[config.mk]
export PLATFORM = sky130hd
export DESIGN_NAME = md5_message_digest
export DESIGN_NICKNAME = d
export VERILOG_FILES = /design/src/hw/rtl/md5_pkg.sv /design/src/hw/rtl/md5_queue.sv /design/src/hw/rtl/md5_front.sv /design/src/hw/rtl/md5_core.sv /design/src/hw/rtl/md5_message_digest.sv
export VERILOG_INCLUDE_DIRS = /design/src /design/src/hw/rtl
export SDC_FILE = /design/constraint.sdc
export NUM_CORES = 2
export LEC_CHECK = 0
export BUFFER_PORTS_ARGS = -buffer_cell sky130_fd_sc_hd__buf_4
export CAP_MARGIN = 20
export CORE_MARGIN = 4
export CORE_UTILIZATION = 48
export CTS_CLUSTER_SIZE = 16
export DETAILED_ROUTE_END_ITERATION = 7
export PLACE_DENSITY = 0.65
export SETUP_SLACK_MARGIN = 0.4
export SLEW_MARGIN = 20
export SYNTH_ARGS = -nofsm -noshare
export SYNTH_HDL_FRONTEND = slang
export SYNTH_SLANG_ARGS = --single-unit
[constraint.sdc]
create_clock -name clk -period 9.17 [get_ports clk]
set_clock_uncertainty 0.05 [all_clocks]
set_input_delay 1.3755 -clock clk [delete_from_list [all_inputs] [get_ports clk]]
set_output_delay 1.3755 -clock clk [all_outputs]
set_load 0.05 [all_outputs]
[src/hw/rtl/md5_message_digest_assert.svh]
// Assertion macros for the MD5 digest block.
// Included by the modules that carry concurrent checks.
`ifndef MD5_MESSAGE_DIGEST_ASSERT_SVH
`define MD5_MESSAGE_DIGEST_ASSERT_SVH
`ifndef ASSERT_OFF
`define MD5_ASSERT(label, clk, rst, prop) \
  label: assert property (@(posedge clk) disable iff (rst) prop) else $error("%m failed");
`define MD5_ASSERT_NORST(label, clk, prop) \
  label: assert property (@(posedge clk) prop) else $error("%m failed");
`else
`define MD5_ASSERT(label, clk, rst, prop)
`define MD5_ASSERT_NORST(label, clk, prop)
`endif
`endif

[src/hw/rtl/md5_pkg.sv]
// Package for the MD5 digest block: constants, tables and shared types.
// No dependencies.
package md5_pkg;
  localparam int QueueDepth = 4;

  localparam logic [31:0] IV_A = 32'h67452301;
  localparam logic [31:0] IV_B = 32'hefcdab89;
  localparam logic [31:0] IV_C = 32'h98badcfe;
  localparam logic [31:0] IV_D = 32'h10325476;

  localparam logic OP_ABSORB = 1'b0;
  localparam logic OP_FINISH = 1'b1;

  // Request passed from front to back
  typedef struct packed {
    logic       fin;
    logic [7:0] data;
  } md5_req_t;

  function automatic logic [31:0] md5_k(input logic [5:0] i);
    logic [31:0] r;
    case (i)
      6'd0: r = 32'hd76aa478;  6'd1: r = 32'he8c7b756;  6'd2: r = 32'h242070db;
      6'd3: r = 32'hc1bdceee;  6'd4: r = 32'hf57c0faf;  6'd5: r = 32'h4787c62a;
      6'd6: r = 32'ha8304613;  6'd7: r = 32'hfd469501;  6'd8: r = 32'h698098d8;
      6'd9: r = 32'h8b44f7af;  6'd10: r = 32'hffff5bb1; 6'd11: r = 32'h895cd7be;
      6'd12: r = 32'h6b901122; 6'd13: r = 32'hfd987193; 6'd14: r = 32'ha679438e;
      6'd15: r = 32'h49b40821; 6'd16: r = 32'hf61e2562; 6'd17: r = 32'hc040b340;
      6'd18: r = 32'h265e5a51; 6'd19: r = 32'he9b6c7aa; 6'd20: r = 32'hd62f105d;
      6'd21: r = 32'h02441453; 6'd22: r = 32'hd8a1e681; 6'd23: r = 32'he7d3fbc8;
      6'd24: r = 32'h21e1cde6; 6'd25: r = 32'hc33707d6; 6'd26: r = 32'hf4d50d87;
      6'd27: r = 32'h455a14ed; 6'd28: r = 32'ha9e3e905; 6'd29: r = 32'hfcefa3f8;
      6'd30: r = 32'h676f02d9; 6'd31: r = 32'h8d2a4c8a; 6'd32: r = 32'hfffa3942;
      6'd33: r = 32'h8771f681; 6'd34: r = 32'h6d9d6122; 6'd35: r = 32'hfde5380c;
      6'd36: r = 32'ha4beea44; 6'd37: r = 32'h4bdecfa9; 6'd38: r = 32'hf6bb4b60;
      6'd39: r = 32'hbebfbc70; 6'd40: r = 32'h289b7ec6; 6'd41: r = 32'heaa127fa;
      6'd42: r = 32'hd4ef3085; 6'd43: r = 32'h04881d05; 6'd44: r = 32'hd9d4d039;
      6'd45: r = 32'he6db99e5; 6'd46: r = 32'h1fa27cf8; 6'd47: r = 32'hc4ac5665;
      6'd48: r = 32'hf4292244; 6'd49: r = 32'h432aff97; 6'd50: r = 32'hab9423a7;
      6'd51: r = 32'hfc93a039; 6'd52: r = 32'h655b59c3; 6'd53: r = 32'h8f0ccc92;
      6'd54: r = 32'hffeff47d; 6'd55: r = 32'h85845dd1; 6'd56: r = 32'h6fa87e4f;
      6'd57: r = 32'hfe2ce6e0; 6'd58: r = 32'ha3014314; 6'd59: r = 32'h4e0811a1;
      6'd60: r = 32'hf7537e82; 6'd61: r = 32'hbd3af235; 6'd62: r = 32'h2ad7d2bb;
      default: r = 32'heb86d391;
    endcase
    return r;
  endfunction

  function automatic logic [4:0] md5_rot(input logic [5:0] i);
    logic [4:0] r;
    case ({i[5:4], i[1:0]})
      4'd0: r = 5'd7;   4'd1: r = 5'd12;  4'd2: r = 5'd17;  4'd3: r = 5'd22;
      4'd4: r = 5'd5;   4'd5: r = 5'd9;   4'd6: r = 5'd14;  4'd7: r = 5'd20;
      4'd8: r = 5'd4;   4'd9: r = 5'd11;  4'd10: r = 5'd16; 4'd11: r = 5'd23;
      4'd12: r = 5'd6;  4'd13: r = 5'd10; 4'd14: r = 5'd15; default: r = 5'd21;
    endcase
    return r;
  endfunction

  // Message word index used in round i
  function automatic logic [3:0] md5_widx(input logic [5:0] i);
    logic [3:0] r;
    case (i[5:4])
      2'd0: r = i[3:0];
      2'd1: r = 4'(5 * i[3:0] + 1);
      2'd2: r = 4'(3 * i[3:0] + 5);
      default: r = 4'(7 * i[3:0]);
    endcase
    return r;
  endfunction
endpackage

[src/hw/rtl/md5_queue.sv]
// Short request queue between the front and the back of the MD5 block.
// Uses md5_pkg.
module md5_queue #(
  parameter int Depth = md5_pkg::QueueDepth
) (
  input  logic              clk,
  input  logic              rst,
  input  logic              wr_valid,
  output logic              wr_stall,
  input  md5_pkg::md5_req_t wr_req,
  output logic              rd_valid,
  input  logic              rd_stall,
  output md5_pkg::md5_req_t rd_req
);
  import md5_pkg::*;
  localparam int AW = (Depth > 1) ? $clog2(Depth) : 1;

  md5_req_t         mem [Depth];
  logic [AW-1:0]    wptr;
  logic [AW-1:0]    rptr;
  logic [AW:0]      fill;
  logic             do_wr;
  logic             do_rd;

  assign wr_stall = (fill == (AW+1)'(Depth));
  assign rd_valid = (fill != '0);
  assign rd_req   = mem[rptr];
  assign do_wr    = wr_valid && !wr_stall;
  assign do_rd    = rd_valid && !rd_stall;

  // Storage
  always_ff @(posedge clk) begin
    if (do_wr) mem[wptr] <= wr_req;
  end

  // Pointers and fill level
  always_ff @(posedge clk) begin
    if (rst) begin
      wptr <= '0;
      rptr <= '0;
      fill <= '0;
    end else begin
      if (do_wr) wptr <= (wptr == AW'(Depth - 1)) ? '0 : wptr + 1'b1;
      if (do_rd) rptr <= (rptr == AW'(Depth - 1)) ? '0 : rptr + 1'b1;
      fill <= fill + (AW+1)'(do_wr) - (AW+1)'(do_rd);
    end
  end
endmodule

[src/hw/rtl/md5_front.sv]
// Front end: accepts requests, classifies absorb and finish, feeds the queue.
// Uses md5_pkg.
module md5_front (
  input  logic              clk,
  input  logic              rst,
  input  logic              valid,
  output logic              stall,
  input  logic              op,
  input  logic [7:0]        data_byte,
  output logic              q_valid,
  input  logic              q_stall,
  output md5_pkg::md5_req_t q_req
);
  import md5_pkg::*;

  // Registered front stage
  logic     hold;
  md5_req_t req;

  assign stall   = hold && q_stall;
  assign q_valid = hold;
  assign q_req   = req;

  always_ff @(posedge clk) begin
    if (rst) hold <= 1'b0;
    else if (!stall) hold <= valid;
  end

  always_ff @(posedge clk) begin
    if (!stall && valid) begin
      req.fin  <= (op == OP_FINISH);
      req.data <= (op == OP_FINISH) ? 8'h80 : data_byte;
    end
  end
endmodule

[src/hw/rtl/md5_core.sv]
// Back end: block buffer, byte counter, padding sequencer, 64-round engine
// and digest output register. Uses md5_pkg and the assertion macros.
`include "md5_message_digest_assert.svh"
module md5_core (
  input  logic              clk,
  input  logic              rst,
  input  logic              q_valid,
  output logic              q_stall,
  input  md5_pkg::md5_req_t q_req,
  output logic              valid,
  input  logic              stall,
  output logic [7:0]        digest_byte,
  output logic              last_digest
);
  import md5_pkg::*;

  typedef enum logic [4:0] {
    S_IDLE = 5'b00001,
    S_PAD  = 5'b00010,
    S_LOAD = 5'b00100,
    S_RND  = 5'b01000,
    S_OUT  = 5'b10000
  } state_t;

  state_t       state;
  logic [60:0]  byte_count;
  logic [63:0]  bits;
  logic [5:0]   pos;
  logic         fin;
  logic         len_blk;
  logic [31:0]  cv [4];
  logic [31:0]  a, b, c, d;
  logic [5:0]   rnd;
  logic [3:0]   outn;
  logic [31:0]  buf_mem [16];
  logic [31:0]  w;
  logic [7:0]   pad_byte;
  logic         wr_en;
  logic [5:0]   wr_pos;
  logic [7:0]   wr_byte;
  logic [31:0]  f;
  logic [31:0]  sum;
  logic [31:0]  rot;
  logic [31:0]  cv_sel;

  assign q_stall = (state != S_IDLE);

  // Padding byte at the current position; the length goes only in the block flagged by len_blk
  always_comb begin
    if (len_blk && pos >= 6'd56) pad_byte = bits[8*(pos[2:0]) +: 8];
    else pad_byte = 8'h00;
  end

  assign wr_en   = (state == S_IDLE && q_valid) || state == S_PAD;
  assign wr_pos  = pos;
  assign wr_byte = (state == S_IDLE) ? q_req.data : pad_byte;

  // Block buffer as 16 words, byte-lane writes
  always_ff @(posedge clk) begin
    if (wr_en) buf_mem[wr_pos[5:2]][8*wr_pos[1:0] +: 8] <= wr_byte;
  end

  // Registered message word for the next round
  always_ff @(posedge clk) begin
    w <= buf_mem[md5_widx((state == S_RND) ? rnd + 6'd1 : 6'd0)];
  end

  // Round function
  always_comb begin
    case (rnd[5:4])
      2'd0: f = d ^ (b & (c ^ d));
      2'd1: f = c ^ (d & (b ^ c));
      2'd2: f = b ^ c ^ d;
      default: f = c ^ (b | ~d);
    endcase
    sum = a + f + md5_k(rnd) + w;
    rot = (sum << md5_rot(rnd)) | (sum >> (6'd32 - {1'b0, md5_rot(rnd)}));
  end

  assign cv_sel      = cv[outn[3:2]];
  assign digest_byte = cv_sel[8*outn[1:0] +: 8];
  assign last_digest = (outn == 4'd15);
  assign valid       = (state == S_OUT);

  // Sequencer
  always_ff @(posedge clk) begin
    if (rst) begin
      state      <= S_IDLE;
      byte_count <= '0;
      pos        <= '0;
      fin        <= 1'b0;
      len_blk    <= 1'b0;
      rnd        <= '0;
      outn       <= '0;
      cv[0] <= IV_A; cv[1] <= IV_B; cv[2] <= IV_C; cv[3] <= IV_D;
    end else begin
      case (state)
        S_IDLE: begin
          if (q_valid) begin
            pos <= pos + 6'd1;
            fin <= q_req.fin;
            if (q_req.fin) begin
              bits <= {byte_count, 3'b000};
              // Length fits after the pad byte only below offset 56
              len_blk <= (pos < 6'd56);
              if (pos == 6'd63) state <= S_LOAD;
              else state <= S_PAD;
            end else begin
              byte_count <= byte_count + 61'd1;
              if (pos == 6'd63) state <= S_LOAD;
            end
          end
        end
        S_PAD: begin
          pos <= pos + 6'd1;
          if (pos == 6'd63) state <= S_LOAD;
        end
        S_LOAD: begin
          a <= cv[0]; b <= cv[1]; c <= cv[2]; d <= cv[3];
          rnd <= '0;
          state <= S_RND;
        end
        S_RND: begin
          a <= d; d <= c; c <= b; b <= b + rot;
          rnd <= rnd + 6'd1;
          if (rnd == 6'd63) begin
            cv[0] <= cv[0] + d;
            cv[1] <= cv[1] + b + rot;
            cv[2] <= cv[2] + b;
            cv[3] <= cv[3] + c;
            if (!fin) state <= S_IDLE;
            else if (!len_blk) begin
              // Pad byte filled the first block: length goes in a second one
              len_blk <= 1'b1;
              state   <= S_PAD;
            end else begin
              state <= S_OUT;
              outn  <= '0;
            end
          end
        end
        S_OUT: begin
          if (!stall) begin
            outn <= outn + 4'd1;
            if (outn == 4'd15) begin
              state <= S_IDLE;
              byte_count <= '0;
              pos <= '0;
              fin <= 1'b0;
              cv[0] <= IV_A; cv[1] <= IV_B; cv[2] <= IV_C; cv[3] <= IV_D;
            end
          end
        end
        default: state <= S_IDLE;
      endcase
    end
  end

  `MD5_ASSERT(a_out_only_fin, clk, rst, valid |-> fin)
  `MD5_ASSERT(a_rnd_from_load, clk, rst, $rose(state == S_RND) |-> $past(state == S_LOAD))
  `MD5_ASSERT(a_last_leaves, clk, rst, (valid && !stall && last_digest) |=> state == S_IDLE)
endmodule

[src/hw/rtl/md5_message_digest.sv]
// MD5 digest block: one byte per request, 64-round compression per block.
// Absorb: bytes enter while the core is idle; a full block adds a load step and 64 rounds (one per cycle).
// Finish: pad bytes one per cycle, one or two compressions, then 16 digest bytes.
// First digest byte is offered once the last compression ends; the 16 bytes then
// leave one per cycle while out_stall is low.
// Synchronous active-high reset restores the initial vector and a zero count.
module md5_message_digest #(
  parameter int QueueDepth = md5_pkg::QueueDepth
) (
  input  logic       clk,
  input  logic       rst,
  input  logic       in_valid,
  output logic       in_stall,
  input  logic       op,
  input  logic [7:0] data_byte,
  output logic       out_valid,
  input  logic       out_stall,
  output logic [7:0] digest_byte,
  output logic       last_digest
);
  import md5_pkg::*;

  logic     f_valid, f_stall, c_valid, c_stall;
  md5_req_t f_req, c_req;

  md5_front u_front (
    .clk, .rst, .valid(in_valid), .stall(in_stall), .op, .data_byte,
    .q_valid(f_valid), .q_stall(f_stall), .q_req(f_req)
  );

  md5_queue #(.Depth(QueueDepth)) u_queue (
    .clk, .rst, .wr_valid(f_valid), .wr_stall(f_stall), .wr_req(f_req),
    .rd_valid(c_valid), .rd_stall(c_stall), .rd_req(c_req)
  );

  md5_core u_core (
    .clk, .rst, .q_valid(c_valid), .q_stall(c_stall), .q_req(c_req),
    .valid(out_valid), .stall(out_stall), .digest_byte, .last_digest
  );
endmodule
======== Yosys cells after proc, flatten, opt, wreduce, memory -nomap -nowiden ========
Memory sizes are Yosys's and may differ from the RTL's. A register that Yosys moved wholly into a read port is not among the register bits.
Index checks and enable logic that the tools add are counted.
word-level totals
  ROM bits ................................ 2208
  RAM bits ................................ 676
  input bits .............................. 13
  memories ................................ 6
  output and inout port bits .............. 11
  flip-flop bits (word level) ............. 290
  word-level logic and storage cells ...... 204
memories
  name             depth  width  read ports  clocked after memory_dff  wr ports  line             RTL
  (no name shown)  64     32     1           1                         0         md5_pkg.sv:22    case (i)
  u_core.buf_mem   16     32     1           1                         1         md5_core.sv:35   logic [31:0] buf_mem [16];
  u_core.cv        4      32     5           1                         4         md5_core.sv:31   logic [31:0] cv [4];
  (no name shown)  16     5      1           1                         0         md5_pkg.sv:51    case ({i[5:4], i[1:0]})
  (no name shown)  16     5      1           1                         0         md5_pkg.sv:51
  u_queue.mem      4      9      1           1                         1         md5_queue.sv:18  md5_req_t mem [Depth];
cells by class
  mux-type cells .......................... 78
  magnitude comparators ................... 2
  $mul .................................... 3
  reduce and logical (&&, ||, !) cells .... 26
  eq/ne operators ......................... 24
  shift operators ......................... 6
  bitwise gates (word level) .............. 20
  $add $sub $neg .......................... 21
operators with widths
  cell                       number
  $add A32 B32 Y32           9
  $mux W32                   9
  $pmux W32 S2               4
  $mux W61                   4
  $xor A32 B32 Y32           6
  $pmux W61 S2               1
  $pmux W32 S3               1
  $and A32 B32 Y32           2
  $or A32 B32 Y32            2
  $shiftx A64 B7 Y8          1
  $add A61 B1 Y61 const B    1
  $mux W5                    8
  $mux W6                    6
  $neg A5 Y34                1
  $shift A8 B34 Y32 const A  1
  $shiftx A8 B34 Y32         1
  $mux W4                    8
  $not A32 Y32               1
  $shiftx A32 B6 Y8          1
  $shl A32 B5 Y32            1
  $shr A32 B6 Y32            1
  $pmux W5 S5                1
  $mux W1                    21
  $pmux W6 S3                1
  42 further kinds           88

======== Longest topological paths before layout ========
  depth after elaboration ................. 12
  mapped depth ............................ 43
  mapped depth without buffers ............ 40

======== Hierarchy ========
Synthesis repeated with hierarchy kept, for this count alone.
second synthesis, totals
  cells, all modules ...................... 5689
  area, all modules ....................... 60763.3 µm²
modules (own cells, without submodules)
  module     sequential area each (µm²)  area an instance (µm²)  instances  cells each
  md5_core   27356.2                     58618.7                 1          5569
  md5_queue  1261.2                      1783.0                  1          98
  md5_front  290.3                       361.6                   1          22

======== Worst setup path after synthesis ========
No wires, ideal clock.
  path kind ............................... register -> register
  start ................................... register u_core.rnd[4]
  end ..................................... memory u_core.cv[1][31] (data pin)
  period minus slack after synthesis ...... 9912 ps
  setup time .............................. 267 ps
  path buffers ............................ 4
  slack ................................... -742 ps
  stages on the path, launching flop included .. 43
  data arrival time ....................... 9595 ps
  cells stage by stage .................... dfxtp_1 clkbuf_1 buf_2 buf_1 clkbuf_1 nor3_1 nor3_1 o22ai_1 fa_1 inv_1 fa_1 ha_1 inv_1 fa_1 nor2b_1 o31a_2 o2bb2ai_2 o21a_4 [... 7 more ...] o221a_2 fa_1 inv_1 ha_1 fa_1 a21o_1 a21oi_1 nor2b_1 o21a_1 o31ai_1 a21o_1 a221oi_1 a31oi_1 a221o_1 a21oi_1 xnor2_1 xnor2_1 nand2_1
RTL lines
  element                   line             RTL
  start: declaration        md5_core.sv:33   logic [5:0] rnd;
  start signal: assignment  md5_core.sv:125  rnd <= rnd + 6'd1;
  end: declaration          md5_core.sv:31

==> out/summary.txt <==
status = finished, violations left
failing checks = DRC
TritonCTS clock tree = yes
Die Wd = 363.2 um
worst hold-check path type = register to register
setup slack, reg-to-reg = 90 ps
initial antenna violation count = 8
die height = 363.2 um
mean post-synth cell area = 10.71 sq um
count of hold-fix buffers inserted at cts = 0
final worst-path cycle share = 98.98%
synth unique cells = 103
Core ar. = 0.1254 sq mm
largest family of logic cells by synthesized area = compound AO/OA/AOI/OAI gates
max cap viols = 0
footprint of the multi-input gates = 0.03049 sq mm
Slew @ Worst Pin = 1132 ps
top cell type's share of synthesized area = 40.17%
Post-Synth Adder-Cell Area = 8.198%
Area after DPL = 0.06496 sq mm
sequential area share after synthesis = 47.75%
routed len/inst = 23.80 um
Worst EP arrival = 9490 ps
Fin Hold WS = 408.9 ps
Pins Over Slew Limit = 0
Port Buffers = 23
Synth area leader = edfxtp_1
cell count after synthesis = 5652
DR vias = 46730
Clock Latency Late Sink = 760 ps
fillers = 10530
RSZ-0062 raised after global routing = yes
Yosys reg bits = 1039
XOR/XNOR Fraction of Synth Area = 3.848%
DPL Wire Length = 130600 um
root buffer cell = clkbuf_16
post-synthesis mux area share = 9.382%
crit end category = register
vias in the first global route = 45310
post-layout min period = 9077 ps
Leak = 27.30 nW
std cell rows = 130
critical path class = register to register
pin count of the biggest net entering global routing = 137
CP Launch Type = register
FFs w/ async S/R, synth = 0%
Slew HR = 24.26%
1st-pass router iterations = 8
Num CTS Buffers = 108
Finished Cell Area = 0.07023 sq mm
post-synthesis instance area = 0.06054 sq mm
critical path peak fanout = 5
Largest stage delay, worst path = 550 ps
Power, Total = 18.50 mW
antenna viol nets, final = 0
Worst path most repeated cell = buf_6
power per cell area = 263.4 mW/mm^2
Synth-to-Final Area Change = 16.01%
flip-flop and latch area = 0.02892 sq mm
CTS max path bufs = 3
DRC viols = 14
post-synthesis compound-gate area fraction = 15.04%
Post-synth EDFFs = 810
Slowest cell on crit path = fa_1
die area = 0.1319 sq mm
Final setup viols = 0
Ys Warns = 0
Mapped Nets = 5989
Initial Util = 48.28%
WL final = 183000 um
Total GRT Usage = 27.33%
I/O Pins = 24
Initial DRC Count = 5013
gpl congestion = 0.9797
Vias/cell = 6.078
fmax = 110.2 MHz
Remaining Overflow, GRT = 0
H-tree lvl count = 3
ranking of synthesized cells by area = edfxtp_1, dfxtp_1, mux4_2
Fin. Hold Viols = 0
Critical Path RT = 9590 ps
CTS sink cnt = 1039
nets = 6279
Simple-Gate Fraction of Synth Area = 11.84%
first-pass GRT wire length = 277800 um
VDD IR-drop max = 303.7 uV
Clock transition at path regs = 60 ps
Main synth FF type = edfxtp_1
layout cells sized above 1 = 18.32%
cell families after synthesis:
family,count (synthesis)
adders and majority gates,339
muxes,313
xor gates and xnor gates,266
and+or+nand+nor,1626
buffers and inverters,626
DFF,1039
AOI/OAI and AO/OA,1443
path summary, 6_finish.rpt:
kind         cells after the start                        endpoint                                from
max reg2reg                     43  u_core.cv[1][31]$_SDFFCE_PP1P_          u_core.rnd[4]$_SDFFE_PP0N_
min reg2reg                      0       u_core.bits[63]$_DFFE_PP_  u_core.byte_count[60]$_SDFFE_PP0P_
min                              0       u_core.bits[63]$_DFFE_PP_  u_core.byte_count[60]$_SDFFE_PP0P_
max                             43  u_core.cv[1][31]$_SDFFCE_PP1P_          u_core.rnd[4]$_SDFFE_PP0N_
cell usage after synthesis, types with 24 or more instances:
cell      instances
nand2_1         653
nand2b_1         37
clkbuf_1        234
o21a_1           41
xor2_1          139
inv_1           309
nand3_1         128
a21o_1           95
a211oi_1         92
a31oi_1          63
xnor2_1         127
o22a_1           30
ha_1            223
mux4_2          199
o21ai_0         367
edfxtp_1        810
mux2i_1          92
nor3_1           93
o221ai_1         49
dfxtp_1         229
nor2_1          467
fa_1            101
buf_1            60
nand4_1          24
nor2b_1          72
a21oi_1         425
and3_1           39
or3_1            33
o211ai_1         45
sequential cells by signal (all words and copies together), names as in the netlist, 32 cells and up, named ones only:
name and cells:
u_queue.mem 36, u_core.b 32, u_core.byte_count 61, u_core.cv 128
u_core.a 32, u_core.bits 61, u_core.w 32, u_core.c 32
u_core.d 32, u_core.buf_mem 512
layer usage:
metal / routed length [um] / part of all wire (%) / global-route usage (%) / vias to the layer above
met5: 27 / 0.015 / 0 / -
met4: 8099 / 4.4 / 10.38 / 4
met2: 85540 / 47 / 44.06 / 1955
met3: 14000 / 7.7 / 4.922 / 410
li1: - / - / - / 21400
met1: 75330 / 41 / 37.07 / 22960
critical path: cells and delay by family (launching register included):
| family | cells | cell delay, ps |
|---|---|---|
| XOR/XNOR | 2 | 290 |
| adder cells (fa/ha/maj) | 6 | 2590 |
| AO/OA/AOI/OAI | 16 | 3380 |
| AND/OR/NAND/NOR | 9 | 1190 |
| buffers and inverters | 9 | 890 |
| flip-flops | 1 | 360 |
| multiplexers | 1 | 100 |
power by group:
part / switching [mW] / internal [mW]
Clock: 1.95 / 2.53
Sequential: 0.102 / 5.39
Combinational: 4.74 / 3.79
Total: 6.79 / 11.7
repair_timing:
action                                  4_1_cts  5_1_grt
pin swaps                                    83       71
setup buffers                                40       23
endpoints found under the setup margin       25       27
gates resized for setup                     136       93
cloned                                        2        0
area by class of cell:
cell class	count	area share, %
Clock buffer	150	4.263
Sequential cell	1039	41.17
Multi-Input combinational cell	3987	43.41
Timing Repair Buffer	492	5.637
Antenna cell	1	0.003563
Inverter	314	1.678
Clock inverter	55	0.8996
Tap cell	1650	2.939
cell usage in the layout (no fill, tap or decap), types with 95 or more instances in the layout:
master and instances:
a21oi_1 395, buf_4 455, xnor2_1 120, xor2_1 132, clkbuf_16 111, nor2_1 454, dfxtp_1 225, nand2_1 646
edfxtp_1 810, a21o_1 95, ha_1 209, nand3_1 123, o21ai_0 346, inv_1 304, mux4_2 199
stage by stage:
step	cells	setup WS, ps	util (%)	TNS (ps)
after floorplan	5652	404.9	-	0
after global placement	7415	-342.8	51.79	-1495
after detailed placement	7415	-548.7	51.80	-2789
after CTS	7662	203.0	55.51	0
after global routing	7687	-260.3	56.00	-540.9
final	7688	93.11	56.01	0
Power figures use the tool's default switching activity.
